`src/sv/cssq_pkg.sv`:
```
// Package of shared types, widths and reset values for the stimulus sequencer.
`timescale 1ns / 1ps
package cssq_pkg;

	localparam int TIME_WIDTH_DEF  = 24;
	localparam int LEVEL_WIDTH_DEF = 16;
	localparam int INC_W           = 15;
	localparam int REP_W           = 16;
	localparam int OUT_W           = 18;
	localparam int DATA_W          = 32;
	localparam int ADDR_W          = 5;

	localparam int unsigned RST_PULSE = 2500;
	localparam int unsigned RST_DELAY = 0;
	localparam int unsigned RST_DOWN  = 0;
	localparam int          RST_START = -100;
	localparam int          RST_END   = 380;
	localparam int unsigned RST_INC   = 20;
	localparam int unsigned RST_REPS  = 1;
	localparam int          RST_OFFS  = 0;

	typedef enum logic [2:0] {
		REG_PULSE  = 3'd0,
		REG_DELAY  = 3'd1,
		REG_DOWN   = 3'd2,
		REG_START  = 3'd3,
		REG_END    = 3'd4,
		REG_INC    = 3'd5,
		REG_REPS   = 3'd6,
		REG_OFFSET = 3'd7
	} reg_idx_t;

	typedef struct packed {
		logic signed [OUT_W-1:0] level;
		logic                    finished;
	} result_t;

endpackage

```
`src/sv/cssq_regs.sv`:
```
// Configuration register file behind the APB-style port.
`timescale 1ns / 1ps
module cssq_regs #(
	parameter int TIME_WIDTH  = 24,
	parameter int LEVEL_WIDTH = 16
) (
	input  logic                          clk,
	input  logic                          arst_n,
	input  logic                          psel,
	input  logic                          penable,
	input  logic                          pwrite,
	input  logic [cssq_pkg::ADDR_W-1:0]   paddr,
	input  logic [cssq_pkg::DATA_W-1:0]   pwdata,
	output logic [cssq_pkg::DATA_W-1:0]   prdata,
	output logic [TIME_WIDTH-1:0]         pulse_ticks,
	output logic [TIME_WIDTH-1:0]         delay_ticks,
	output logic [TIME_WIDTH-1:0]         down_ticks,
	output logic [LEVEL_WIDTH-1:0]        start_level,
	output logic [LEVEL_WIDTH-1:0]        end_level,
	output logic [cssq_pkg::INC_W-1:0]    increment,
	output logic [cssq_pkg::REP_W-1:0]    repetitions,
	output logic [LEVEL_WIDTH-1:0]        offset_level
);
	import cssq_pkg::*;

	logic     wr_en;
	reg_idx_t idx;

	assign wr_en = psel && penable && pwrite;
	assign idx   = reg_idx_t'(paddr[4:2]);

	always_ff @(posedge clk or negedge arst_n) begin
		if (!arst_n) begin
			pulse_ticks  <= TIME_WIDTH'(RST_PULSE);
			delay_ticks  <= TIME_WIDTH'(RST_DELAY);
			down_ticks   <= TIME_WIDTH'(RST_DOWN);
			start_level  <= LEVEL_WIDTH'(RST_START);
			end_level    <= LEVEL_WIDTH'(RST_END);
			increment    <= INC_W'(RST_INC);
			repetitions  <= REP_W'(RST_REPS);
			offset_level <= LEVEL_WIDTH'(RST_OFFS);
		end else if (wr_en) begin
			unique case (idx)
				REG_PULSE:  pulse_ticks  <= pwdata[TIME_WIDTH-1:0];
				REG_DELAY:  delay_ticks  <= pwdata[TIME_WIDTH-1:0];
				REG_DOWN:   down_ticks   <= pwdata[TIME_WIDTH-1:0];
				REG_START:  start_level  <= pwdata[LEVEL_WIDTH-1:0];
				REG_END:    end_level    <= pwdata[LEVEL_WIDTH-1:0];
				REG_INC:    increment    <= pwdata[INC_W-1:0];
				REG_REPS:   repetitions  <= pwdata[REP_W-1:0];
				REG_OFFSET: offset_level <= pwdata[LEVEL_WIDTH-1:0];
				default: ;
			endcase
		end
	end

	always_comb begin
		unique case (idx)
			REG_PULSE:  prdata = DATA_W'(pulse_ticks);
			REG_DELAY:  prdata = DATA_W'(delay_ticks);
			REG_DOWN:   prdata = DATA_W'(down_ticks);
			REG_START:  prdata = DATA_W'(start_level);
			REG_END:    prdata = DATA_W'(end_level);
			REG_INC:    prdata = DATA_W'(increment);
			REG_REPS:   prdata = DATA_W'(repetitions);
			REG_OFFSET: prdata = DATA_W'(offset_level);
			default:    prdata = '0;
		endcase
	end

endmodule

```
`src/sv/cssq_core.sv`:
```
// Sequencer state (age, step level, repetition count) and the output level logic.
`timescale 1ns / 1ps
module cssq_core #(
	parameter int TIME_WIDTH  = 24,
	parameter int LEVEL_WIDTH = 16
) (
	input  logic                       clk,
	input  logic                       arst_n,
	input  logic                       adv,
	input  logic [TIME_WIDTH-1:0]      pulse_ticks,
	input  logic [TIME_WIDTH-1:0]      delay_ticks,
	input  logic [TIME_WIDTH-1:0]      down_ticks,
	input  logic [LEVEL_WIDTH-1:0]     start_level,
	input  logic [LEVEL_WIDTH-1:0]     end_level,
	input  logic [cssq_pkg::INC_W-1:0] increment,
	input  logic [cssq_pkg::REP_W-1:0] repetitions,
	input  logic [LEVEL_WIDTH-1:0]     offset_level,
	output cssq_pkg::result_t          result
);
	import cssq_pkg::*;

	// The step level stays below end_level plus twice the increment.
	localparam int STEP_W = (LEVEL_WIDTH > 16) ? LEVEL_WIDTH : 17;
	localparam int WIDE   = STEP_W + 2;
	localparam logic [TIME_WIDTH-1:0] TIME_MAX = '1;

	logic [TIME_WIDTH-1:0] age_q;
	logic [STEP_W-1:0]     step_q;
	logic [REP_W-1:0]      rep_q;

	logic                   done;
	logic                   timing;
	logic [TIME_WIDTH:0]    pulse_start;
	logic [TIME_WIDTH:0]    lim_sum;
	logic [TIME_WIDTH-1:0]  limit;
	logic [TIME_WIDTH-1:0]  age_inc;
	logic                   cycle_end;
	logic [STEP_W-1:0]      step_mid;
	logic                   rep_hit;
	logic signed [WIDE-1:0] end_w;
	logic signed [WIDE-1:0] inc_w;
	logic signed [WIDE-1:0] step_w;
	logic signed [WIDE-1:0] mid_w;
	logic signed [WIDE-1:0] off_w;
	logic signed [WIDE-1:0] start_w;
	logic signed [WIDE-1:0] pulse_w;

	assign end_w   = WIDE'($signed(end_level));
	assign off_w   = WIDE'($signed(offset_level));
	assign start_w = WIDE'($signed(start_level));
	assign inc_w   = $signed(WIDE'(increment));
	assign step_w  = $signed(WIDE'(step_q));
	assign pulse_w = off_w + start_w + step_w;

	assign done   = rep_q >= repetitions;
	assign timing = step_w < (end_w + inc_w);

	assign pulse_start = (TIME_WIDTH + 1)'(down_ticks) + (TIME_WIDTH + 1)'(delay_ticks);
	assign lim_sum     = (TIME_WIDTH + 1)'(down_ticks) + (TIME_WIDTH + 1)'(pulse_ticks);
	// A cycle longer than the counter can count ends when the counter is full.
	assign limit     = lim_sum[TIME_WIDTH] ? TIME_MAX : lim_sum[TIME_WIDTH-1:0];
	assign age_inc   = (age_q == TIME_MAX) ? TIME_MAX : age_q + TIME_WIDTH'(1);
	assign cycle_end = age_inc >= limit;

	assign step_mid = (timing && cycle_end) ? step_q + STEP_W'(increment) : step_q;
	assign mid_w    = $signed(WIDE'(step_mid));
	assign rep_hit  = mid_w > end_w;

	always_ff @(posedge clk or negedge arst_n) begin
		if (!arst_n) begin
			age_q  <= '0;
			step_q <= '0;
			rep_q  <= '0;
		end else if (adv && !done) begin
			if (timing) begin
				age_q <= cycle_end ? '0 : age_inc;
			end
			if (rep_hit) begin
				rep_q  <= rep_q + REP_W'(1);
				step_q <= '0;
			end else begin
				step_q <= step_mid;
			end
		end
	end

	always_comb begin
		result.level    = off_w[OUT_W-1:0];
		result.finished = done;
		if (!done && timing) begin
			if (age_q < down_ticks) begin
				result.level = '0;
			end else if ((TIME_WIDTH + 1)'(age_q) >= pulse_start) begin
				result.level = pulse_w[OUT_W-1:0];
			end
		end
	end

endmodule

```
`src/sv/current_step_stimulus_sequencer_top.sv`:
```
// Top level of the current-step stimulus sequencer: handshake stages and register port.
// A tick word is registered in the input stage, then its result word in the output register.
// Throughput: one word per cycle while the output is not stalled; the input stage feeds the output register directly.
// The state update for a tick happens as it moves from the input stage to the output.
// Reset clears the sequencer state and loads the register defaults at once.
// No clearing pass is needed after reset.
`timescale 1ns / 1ps
module current_step_stimulus_sequencer_top #(
	parameter int TIME_WIDTH  = cssq_pkg::TIME_WIDTH_DEF,
	parameter int LEVEL_WIDTH = cssq_pkg::LEVEL_WIDTH_DEF
) (
	input  logic                               clk,
	input  logic                               arst_n,
	input  logic                               in_valid,
	output logic                               in_stall,
	input  logic                               tick,
	output logic                               out_valid,
	input  logic                               out_stall,
	output logic signed [cssq_pkg::OUT_W-1:0]  drive_level,
	output logic                               finished,
	input  logic                               psel,
	input  logic                               penable,
	input  logic                               pwrite,
	input  logic [cssq_pkg::ADDR_W-1:0]        paddr,
	input  logic [cssq_pkg::DATA_W-1:0]        pwdata,
	output logic [cssq_pkg::DATA_W-1:0]        prdata,
	output logic                               pready
);
	import cssq_pkg::*;

	logic                   valid_s1;
	logic                   tick_s1;
	logic                   out_valid_q;
	result_t                result_q;
	result_t                result;
	logic                   accept;
	logic                   move;
	logic [TIME_WIDTH-1:0]  pulse_ticks;
	logic [TIME_WIDTH-1:0]  delay_ticks;
	logic [TIME_WIDTH-1:0]  down_ticks;
	logic [LEVEL_WIDTH-1:0] start_level;
	logic [LEVEL_WIDTH-1:0] end_level;
	logic [INC_W-1:0]       increment;
	logic [REP_W-1:0]       repetitions;
	logic [LEVEL_WIDTH-1:0] offset_level;

	assign pready = 1'b1;

	// The input stage drains whenever the output register is empty or being taken.
	assign move     = valid_s1 && (!out_valid_q || !out_stall);
	assign in_stall = valid_s1 && out_valid_q && out_stall;
	assign accept   = in_valid && !in_stall;

	always_ff @(posedge clk or negedge arst_n) begin
		if (!arst_n) begin
			valid_s1    <= 1'b0;
			out_valid_q <= 1'b0;
		end else begin
			if (accept) begin
				valid_s1 <= 1'b1;
			end else if (move) begin
				valid_s1 <= 1'b0;
			end
			if (move) begin
				out_valid_q <= 1'b1;
			end else if (!out_stall) begin
				out_valid_q <= 1'b0;
			end
		end
	end

	always_ff @(posedge clk) begin
		if (accept) begin
			tick_s1 <= tick;
		end
		if (move) begin
			result_q <= result;
		end
	end

	assign out_valid   = out_valid_q;
	assign drive_level = result_q.level;
	assign finished    = result_q.finished;

	cssq_regs #(
		.TIME_WIDTH  (TIME_WIDTH),
		.LEVEL_WIDTH (LEVEL_WIDTH)
	) u_regs (
		.clk          (clk),
		.arst_n       (arst_n),
		.psel         (psel),
		.penable      (penable),
		.pwrite       (pwrite),
		.paddr        (paddr),
		.pwdata       (pwdata),
		.prdata       (prdata),
		.pulse_ticks  (pulse_ticks),
		.delay_ticks  (delay_ticks),
		.down_ticks   (down_ticks),
		.start_level  (start_level),
		.end_level    (end_level),
		.increment    (increment),
		.repetitions  (repetitions),
		.offset_level (offset_level)
	);

	cssq_core #(
		.TIME_WIDTH  (TIME_WIDTH),
		.LEVEL_WIDTH (LEVEL_WIDTH)
	) u_core (
		.clk          (clk),
		.arst_n       (arst_n),
		.adv          (move && tick_s1),
		.pulse_ticks  (pulse_ticks),
		.delay_ticks  (delay_ticks),
		.down_ticks   (down_ticks),
		.start_level  (start_level),
		.end_level    (end_level),
		.increment    (increment),
		.repetitions  (repetitions),
		.offset_level (offset_level),
		.result       (result)
	);

endmodule

```
`config.mk`:
```
export PLATFORM = sky130hd
export DESIGN_NAME = current_step_stimulus_sequencer_top
export DESIGN_NICKNAME = d
export VERILOG_FILES = /design/src/sv/cssq_pkg.sv /design/src/sv/cssq_regs.sv /design/src/sv/cssq_core.sv /design/src/sv/current_step_stimulus_sequencer_top.sv
export SDC_FILE = /design/constraint.sdc
export NUM_CORES = 1
export LEC_CHECK = 0
export BUFFER_PORTS_ARGS = -buffer_cell sky130_fd_sc_hd__buf_2
export CORE_UTILIZATION = 40
export DETAILED_ROUTE_END_ITERATION = 16
export PLACE_DENSITY = 0.66
export SLEW_MARGIN = 20
export SYNTH_ARGS = -nofsm -noshare
export SYNTH_HDL_FRONTEND = slang
export SYNTH_HIERARCHICAL = 1
export SYNTH_SLANG_ARGS = --single-unit
export TNS_END_PERCENT = 50
```
`constraint.sdc`:
```
create_clock -name clk -period 9.1 [get_ports clk]
set_input_delay 0.91 -clock clk [delete_from_list [all_inputs] [get_ports clk]]
set_output_delay 0.91 -clock clk [all_outputs]
set_load 0.05 [all_outputs]
```
==> results_dict.tcl, run 1 <==
set metrics [dict create \
    placed_cell_area_um2 19590 \
    synthSimpleGateAreaFrac_pct 11.95 \
    crit_slowest_cell "o31ai_1" \
    worst_pin_slew_ns 1.165 \
    synthAdderAreaFrac_pct 16.81 \
    ctsResizeCount 0 \
    clock.fmax_mhz 126.9 \
    end_kind "register" \
    path_max_fanout 11 \
    rows 78 \
    ir_worst_vdd_v 0.0002116 \
    hold_class "input port to async pin" \
    synthArstFlopShare_pct 91.30 \
    coreArea_um2 45670 \
    synth_top_family_by_area "adder cells" \
    grt_max_degree 83 \
    synth_compound_area_share_pct 16.09 \
    yosysWarnings 6 \
    criticalPathCategory "register to register" \
    grt_pass1_vias 14880 \
    synth_edf_count 20 \
    io_buffers 79 \
    die_h_um 218.0 \
    rsz0062_at_grt "no" \
    layout_common_cells "ha_1 (214), dfrtp_1 (184), mux2_2 (157), a21oi_1 (139), inv_1 (116)" \
    numClockSinks 230 \
    io-pin-count 99 \
    utilization_pct 45.18 \
    synthMuxAreaShare_pct 14.00 \
    clk_pin_slew_ns 0.06 \
    antenna_cells 0 \
    grt_overflow 0 \
    cap_violations 0 \
    grt_pass1_wl_um 84220 \
    yosys_register_bits 230 \
    fillerInstances 4339 \
    dp.final_hpwl_um 41550 \
    numCtsBuffers 29 \
    yosysTopAreaCell "dfrtp_1" \
    fin_nets 2237 \
    finalCritPeriodShare_pct 86.56 \
    htree_levels 1 \
    power_mw 5.137 \
    syn_to_final_growth_pct 10.54 \
    routedWlPerCell_um 21.00 \
    ys_seq_area_share_pct 31.54 \
    post-cts-setup-buffers 0 \
    hold_viol 0 \
    multi_input_area_um2 11980 \
    antenna_found_initial 0 \
    die-area_um2 47530 \
    setup_viol_count_final 0 \
    synthCells 1888 \
    drcViolationCount 0 \
    clock_latency_ns 0.59 \
    synth_xor_xnor_area_share_pct 5.067 \
    min_period_ns 7.877 \
    cts.path.max_buffers 3 \
    slowest_delay_ns 0.53 \
    dp_cells 2524 \
    cp.arrival_ns 8.41 \
    power_leakage_nw 9.993 \
    yosysTopAreaCellShare_pct 24.67 \
    slew_viol_final 0 \
    start_util_pct 40.87 \
    crit_required_ns 9.63 \
    grt_use_total_pct 22.81 \
    cp-start-kind "register" \
    die_x_um 218.0 \
    synth-main-ff-cell "dfrtp_1" \
    finalWirelength_um 54150 \
    cts_tree "done" \
    register_area_um2 5888 \
    cts.hold.buffers_added 0 \
    synth_area_um2 18670 \
    mostFrequentLayoutCell "ha_1" \
    clockRootBuffer "clkbuf_16" \
    syn_area_per_cell_um2 9.887 \
    gp_congestion 0.9471 \
    drive_above_1_share_pct 19.67 \
    power_density_nw_per_um2 249.0 \
    synth_cell_type_count 86 \
    drt-vias-per-instance 5.784 \
    drt_iter0_markers 1048 \
    dr.pass1.iters 7 \
    ant_nets 0 \
    setup_tns_ns 0 \
    fin_area_um2 20630 \
    synth_area_leaders "dfrtp_1 (25%), ha_1 (14%), mux2_2 (9.5%)" \
    final_cells 2578 \
    num_vias 14910 \
    slew_headroom_pct 22.33 \
    status "finished, final reports clean" \
    skew_ns 0.02540 \
]
## report_power, final
group / internal, mW / leakage (nW) / total (mW) / switching [mW]
registers: 1.25 / 2.87 / 1.54 / 0.287
logic: 0.996 / 6.61 / 2.34 / 1.35
clock network: 0.756 / 0.514 / 1.26 / 0.500
total: 3.00 / 9.99 / 5.14 / 2.13
## area by class of cell
type                       count  area share (%)
multi-input combinational   1481           58.06
sequential                   230           28.54
clock buffer                  37           3.966
tap                          600           3.638
timing repair buffer          97           2.619
inverter                     116           2.110
clock inverter                17           1.073
## metal layers
metal | GRT usage, % | vias to the layer above | routed length [um]
met3 | 2.357 | 76 | 1999
met2 | 39.11 | 341 | 26220
li1 | - | 7052 | -
met4 | 7.413 | 0 | 1763
met5 | 0 | - | 0
met1 | 29.91 | 7442 | 24160
## synth_stat cells, types with 7 or more instances
cell type,number
buf_4,20
nand3_1,41
mux2_4,10
or2_2,17
nand4_1,31
o21bai_1,10
clkbuf_1,16
o21a_1,19
o22ai_1,15
mux2i_1,66
buf_2,23
a22o_1,15
or3_1,10
o211ai_1,10
nand2_1,100
a21oi_1,140
nor3_1,16
xnor2_1,79
a211o_1,7
nor2b_1,19
a21o_1,42
dfstp_2,26
and3_1,28
dfrtp_1,184
nor2_1,113
a221oi_1,14
o21ai_0,70
ha_1,214
fa_1,23
and2_1,11
mux2_2,157
a211oi_1,18
nand2b_1,24
xor2_1,29
a31oi_1,19
edfxtp_1,20
inv_1,116
o22a_1,15
## worst max-delay path, delay by kind of cell (launching register included)
family / cells / cell delay (ns)
AO/OA/AOI/OAI: 17 / 4.18
adder cells (fa/ha/maj): 4 / 1.20
flip-flops: 1 / 0.42
buffers and inverters: 2 / 0.60
AND/OR/NAND/NOR: 7 / 1.07
multiplexers: 1 / 0.35
## registers in the layout, indices dropped and copies added (netlist names)
signal	cells
tick_s1	1
u_regs/offset_level	16
u_core/age_q	24
u_regs/increment	15
u_regs/start_level	16
finished	1
u_regs/end_level	16
u_regs/pulse_ticks	24
u_regs/repetitions	16
u_regs/down_ticks	24
u_regs/delay_ticks	24
u_core/step_q	17
valid_s1	1
out_valid	1
drive_level	18
u_core/rep_q	16
## final timing paths
check	from	end	slack (ns)	cells after the start
setup / recovery	u_regs/down_ticks[0]$_DFFE_PN0P_	u_core/step_q[12]$_DFFE_PN0P_	1.22	31
setup reg to reg	u_regs/down_ticks[0]$_DFFE_PN0P_	u_core/step_q[12]$_DFFE_PN0P_	1.22	31
hold reg to reg	u_core/rep_q[15]$_DFFE_PN0P_	u_core/rep_q[15]$_DFFE_PN0P_	0.48	1
max in group asynchronous	arst_n	u_regs/repetitions[7]$_DFFE_PN0P_	7.28	2
hold / removal	arst_n	u_core/age_q[23]$_DFFE_PN0P_	0.34	1
min in group clk	u_core/rep_q[15]$_DFFE_PN0P_	u_core/rep_q[15]$_DFFE_PN0P_	0.48	1
## stage by stage
stage / worst slack [ns] / hold WS (ns)
final: 1.223 / 0.3431
after global placement: 1.179 / 0.4702
after detailed placement: 1.227 / 0.4763
after CTS: 1.223 / 0.3405
after global routing: 0.8988 / 0.3873
after floorplan: 2.717 / 0.4494
## cell families after synthesis
family	after synthesis
flip-flops	230
buffers and inverters	184
multiplexers	235
AND/OR/NAND/NOR	441
other	2
adder cells (fa/ha/maj)	237
AO/OA/AOI/OAI	451
XOR/XNOR	108
No activity file was read; power rests on OpenSTA's default activity.
==> inputs of run 2 (changes only) <==
Settings changed: RECOVER_POWER set to 50.
==> run 2 against run 1 <==
Effect of this change:
- the flow now finishes with violations (max-capacitance violations, max-slew violations)
- non-clock buffer count unchanged
- register-to-register slack improved by 0.03 ns
- critical path depth unchanged
- critical path type unchanged
==> results_dict.tcl, run 2 (synthesis gave the netlist of run 1 again) <==
set metrics [dict create \
    drt_iter0_markers 948 \
    pwr-share-comb_pct 45.5 \
    numClockSinks 230 \
    criticalPathCategory "register to register" \
    grt_overflow 0 \
    num_vias 14970 \
    antenna_cells 0 \
    slew_viol_final 215 \
    slew_headroom_pct -208.4 \
    power_report.internal_total_mw 2.999 \
    drt-vias-per-instance 5.808 \
    end_kind "register" \
    power_frac_clock_pct 24.5 \
    grt_pass1_wl_um 84220 \
    placed_cell_area_um2 19590 \
    path_max_fanout 11 \
    dp.final_hpwl_um 41550 \
    drcViolationCount 0 \
    dr.pass1.iters 5 \
    finalWirelength_um 54130 \
    status "complete, but fails checks" \
    routedWlPerCell_um 21.00 \
    worst_pin_slew_ns 4.626 \
    dp_cells 2524 \
    cts.hold.buffers_added 0 \
    start_util_pct 40.87 \
    fillerInstances 4354 \
    post-cts-setup-buffers 0 \
    ir_worst_vdd_v 0.0002115 \
    grt_max_degree 83 \
    slowest_delay_ns 0.50 \
    coreArea_um2 45670 \
    die_h_um 218.0 \
    clock_latency_ns 0.59 \
    hold_class "register to register" \
    die_x_um 218.0 \
    layout_common_cells "ha_1 (214), dfrtp_1 (184), mux2_2 (157), a21oi_1 (139), inv_1 (116)" \
    cts.path.max_buffers 3 \
    clk_pin_slew_ns 0.06 \
    ant_nets 0 \
    mostFrequentLayoutCell "ha_1" \
    clock.fmax_mhz 127.4 \
    setup_tns_ns 0 \
    drive_above_1_share_pct 18.50 \
    die-area_um2 47530 \
    io_buffers 79 \
    cap_violations 3 \
    gp_congestion 0.9471 \
    rsz0062_at_grt "no" \
    cp-start-kind "register" \
    rows 78 \
    sw_frac_of_total_pct 41.56 \
    violations "max-capacitance violations, max-slew violations" \
    fin_ws_ns 1.251 \
    power_density_nw_per_um2 249.2 \
    fin_nets 2237 \
    antenna_found_initial 0 \
    seq_power_share_pct 30.0 \
    min_period_ns 7.849 \
    crit_required_ns 9.63 \
    fin_area_um2 20590 \
    grt_pass1_vias 14880 \
    cp.arrival_ns 8.38 \
    crit_slowest_cell "o31ai_1" \
    p_sw_mw 2.132 \
    grt_use_total_pct 22.81 \
    power_leakage_nw 9.920 \
    cts_tree "done" \
    htree_levels 1 \
    skew_ns 0.02367 \
    syn_to_final_growth_pct 10.29 \
    clockRootBuffer "clkbuf_16" \
    pre_cts_ws_ns 1.227 \
    utilization_pct 45.07 \
    hold_viol 0 \
    ctsResizeCount 0 \
    final_cells 2578 \
    io-pin-count 99 \
    numCtsBuffers 29 \
    finalCritPeriodShare_pct 86.25 \
    setup_viol_count_final 0 \
]
-- run 2: cell types whose count changed in the layout (fill, tap and decap cells not counted), moves of 2 or more --
cell      previous run  this run
and2_0               0         2
buf_2               78        59
buf_4               18        16
clkbuf_1             4        25
-- run 2: cell type report --
class / instances / area, um^2 / share of cell area, %
multi-input cells: 1481 / 11970 / 58.16
flip-flops and latches: 230 / 5888 / 28.60
clock buffers: 37 / 818.3 / 3.975
well taps: 600 / 750.7 / 3.647
repair buffers: 97 / 499.2 / 2.425
inverters: 116 / 435.4 / 2.115
clock inverters: 17 / 221.5 / 1.076
-- run 2: path summary, 6_finish.rpt --
path / from / endpoint / slack, ns / depth (start not counted)
max reg2reg: u_regs/down_ticks[0]$_DFFE_PN0P_ / u_core/step_q[12]$_DFFE_PN0P_ / 1.25 / 31
min: u_core/rep_q[15]$_DFFE_PN0P_ / u_core/rep_q[15]$_DFFE_PN0P_ / 0.48 / 1
min in group asynchronous: arst_n / u_core/age_q[23]$_DFFE_PN0P_ / 1.99 / 1
max in group asynchronous: arst_n / u_regs/start_level[6]$_DFFE_PN0P_ / 2.87 / 2
max: u_regs/down_ticks[0]$_DFFE_PN0P_ / u_core/step_q[12]$_DFFE_PN0P_ / 1.25 / 31
min reg2reg: u_core/rep_q[15]$_DFFE_PN0P_ / u_core/rep_q[15]$_DFFE_PN0P_ / 0.48 / 1
-- run 2: power by group through the flow --
stage / sequential, mW / clock, mW / combinational [mW]
detailed placement: 1.55 / 0 / 2.31
global placement: 1.55 / 0 / 2.25
global route: 1.57 / 1.32 / 2.60
CTS: 1.54 / 1.28 / 2.33
floorplan: 1.49 / 0 / 1.74
finish: 1.54 / 1.26 / 2.33
-- run 2: per-stage QoR --
stage                     hold WS [ns]  power [mW]
after CTS                       0.3405       5.151
after global routing            0.4822       5.494
final                           0.4842       5.131
after global placement          0.4702       3.800
after detailed placement        0.4763       3.865
after floorplan                 0.4494       3.223
-- run 2: worst max-delay path: cells and delay by family, from the launching register on --
family	cells	cell delay, ns
simple gates	7	1.06
fa+ha+maj	4	1.20
mux	1	0.35
compound gates	17	4.16
buf+inv	2	0.60
flops	1	0.43
-- run 2: layer usage --
metal / GRT usage, % / vias to the layer above / wire, um
met3: 2.357 / 79 / 2202
met5: 0 / - / 0
li1: - / 7056 / -
met2: 39.11 / 383 / 26130
met1: 29.91 / 7455 / 24010
met4: 7.413 / 0 / 1778
==> inputs of run 3 (changes only) <==
Settings changed: CTS_BUF_LIST set to sky130_fd_sc_hd__clkbuf_16, SLEW_MARGIN 20 to not set.
==> run 3 against run 2 <==
Effect of this change:
- the run still ends with max-capacitance violations, max-slew violations left
- global-route usage unchanged
- clock-buffer cell count down 6
- clock power about the same
- hold slack about the same
- sequential cell count unchanged
- final area down 0.12%
- register-to-register slack worse by 0.09 ns
- sequential share of layout area about the same
- setup slack worse by 0.092 ns
- non-clock buffer count unchanged
- combinational power about the same
==> results_dict.tcl, run 3 (synthesis gave the netlist of run 1 again) <==
set metrics [dict create \
    cp.arrival_ns 8.47 \
    post-cts-setup-buffers 0 \
    drt_iter0_markers 973 \
    start_util_pct 40.87 \
    num_vias 14920 \
    rsz0062_at_grt "no" \
    crit_required_ns 9.63 \
    grt_pass1_wl_um 84220 \
    ctsResizeCount 0 \
    criticalPathCategory "register to register" \
    die_x_um 218.0 \
    cts.hold.buffers_added 0 \
    finalCritPeriodShare_pct 87.26 \
    fillerInstances 4357 \
    violations "max-capacitance violations, max-slew violations" \
    drcViolationCount 0 \
    fin_nets 2237 \
    htree_levels 1 \
    crit_slowest_cell "o31ai_1" \
    layout_common_cells "ha_1 (214), dfrtp_1 (184), mux2_2 (157), a21oi_1 (139), inv_1 (120)" \
    min_period_ns 7.940 \
    power_density_nw_per_um2 248.5 \
    syn_to_final_growth_pct 10.15 \
    grt_pass1_vias 14890 \
    numCtsBuffers 29 \
    cap_violations 3 \
    ant_nets 0 \
    drive_above_1_share_pct 18.35 \
    dp_cells 2524 \
    grt_max_degree 83 \
    io_buffers 79 \
    clock.fmax_mhz 125.9 \
    power_mw 5.109 \
    clock_latency_ns 0.59 \
    placed_cell_area_um2 19590 \
    skew_ns 0.02214 \
    die-area_um2 47530 \
    final_cells 2578 \
    antenna_found_initial 0 \
    fin_area_um2 20560 \
    die_h_um 218.0 \
    finalWirelength_um 54120 \
    hold_class "register to register" \
    cts_tree "done" \
    status "complete, but fails checks" \
    pre_cts_ws_ns 1.227 \
    clk_pin_slew_ns 0.06 \
    fin_ws_ns 1.160 \
    mostFrequentLayoutCell "ha_1" \
    gp_congestion 0.9471 \
    multi_input_area_um2 11970 \
    path_max_fanout 11 \
    rows 78 \
    numClockSinks 230 \
    ir_worst_vdd_v 0.0002117 \
    end_kind "register" \
    utilization_pct 45.02 \
    grt_overflow 0 \
    grt_use_total_pct 22.81 \
    setup_tns_ns 0 \
    whs_ns 0.4842 \
    worst_pin_slew_ns 4.655 \
    antenna_cells 0 \
    coreArea_um2 45670 \
    clockRootBuffer "clkbuf_16" \
    register_area_um2 5888 \
    routedWlPerCell_um 20.99 \
    io-pin-count 99 \
    setup_viol_count_final 0 \
    dr.pass1.iters 5 \
    slew_headroom_pct -210.3 \
    slowest_delay_ns 0.52 \
    drt-vias-per-instance 5.787 \
    dp.final_hpwl_um 41550 \
    slew_viol_final 215 \
    power_leakage_nw 9.924 \
    hold_viol 0 \
    cp-start-kind "register" \
    cts.path.max_buffers 3 \
]
-- run 3: cell count changes in the layout (fill, tap and decap cells not counted), sizes merged --
cell and delta:
clkbuf -6, clkinv +2, inv +4
-- run 3: area by class of cell --
cell class	count	share of cell area (%)
multi-input cells	1481	58.21
flip-flops and latches	230	28.64
clock buffers	31	3.773
well taps	600	3.651
repair buffers	97	2.428
inverters	116	2.118
clock inverters	23	1.187
-- run 3: where the power goes --
group	internal (mW)	leakage, nW	switching, mW	total (mW)
clock	0.735	0.520	0.499	1.23
sequential	1.25	2.87	0.288	1.54
combinational	0.990	6.53	1.35	2.33
total	2.98	9.92	2.13	5.11
-- run 3: worst max-delay path: cells and delay by family, from the launching register on --
family                     cells  cell delay [ns]
adders and majority gates      4             1.20
muxes                          1             0.35
buffers and inverters          2             0.58
AOI/OAI and AO/OA             17             4.24
DFF                            1             0.43
and+or+nand+nor                7             1.07
-- run 3: path summary, 6_finish.rpt --
path                       slack (ns)                              from                           endpoint  depth (start not counted)
hold reg to reg                  0.48      u_core/rep_q[15]$_DFFE_PN0P_       u_core/rep_q[15]$_DFFE_PN0P_                          1
hold / removal                   0.48      u_core/rep_q[15]$_DFFE_PN0P_       u_core/rep_q[15]$_DFFE_PN0P_                          1
max in group asynchronous        2.86                            arst_n  u_regs/start_level[6]$_DFFE_PN0P_                          2
setup reg to reg                 1.16  u_regs/down_ticks[0]$_DFFE_PN0P_      u_core/step_q[12]$_DFFE_PN0P_                         31
setup / recovery                 1.16  u_regs/down_ticks[0]$_DFFE_PN0P_      u_core/step_q[12]$_DFFE_PN0P_                         31
min in group asynchronous        2.00                            arst_n       u_core/age_q[23]$_DFFE_PN0P_                          1
-- run 3: metal layers --
layer | vias up | global-route usage, % | wire (um)
li1 | 7056 | - | -
met1 | 7416 | 29.91 | 24180
met3 | 90 | 2.357 | 1988
met5 | - | 0 | 0
met2 | 358 | 39.11 | 26130
met4 | 0 | 7.413 | 1812
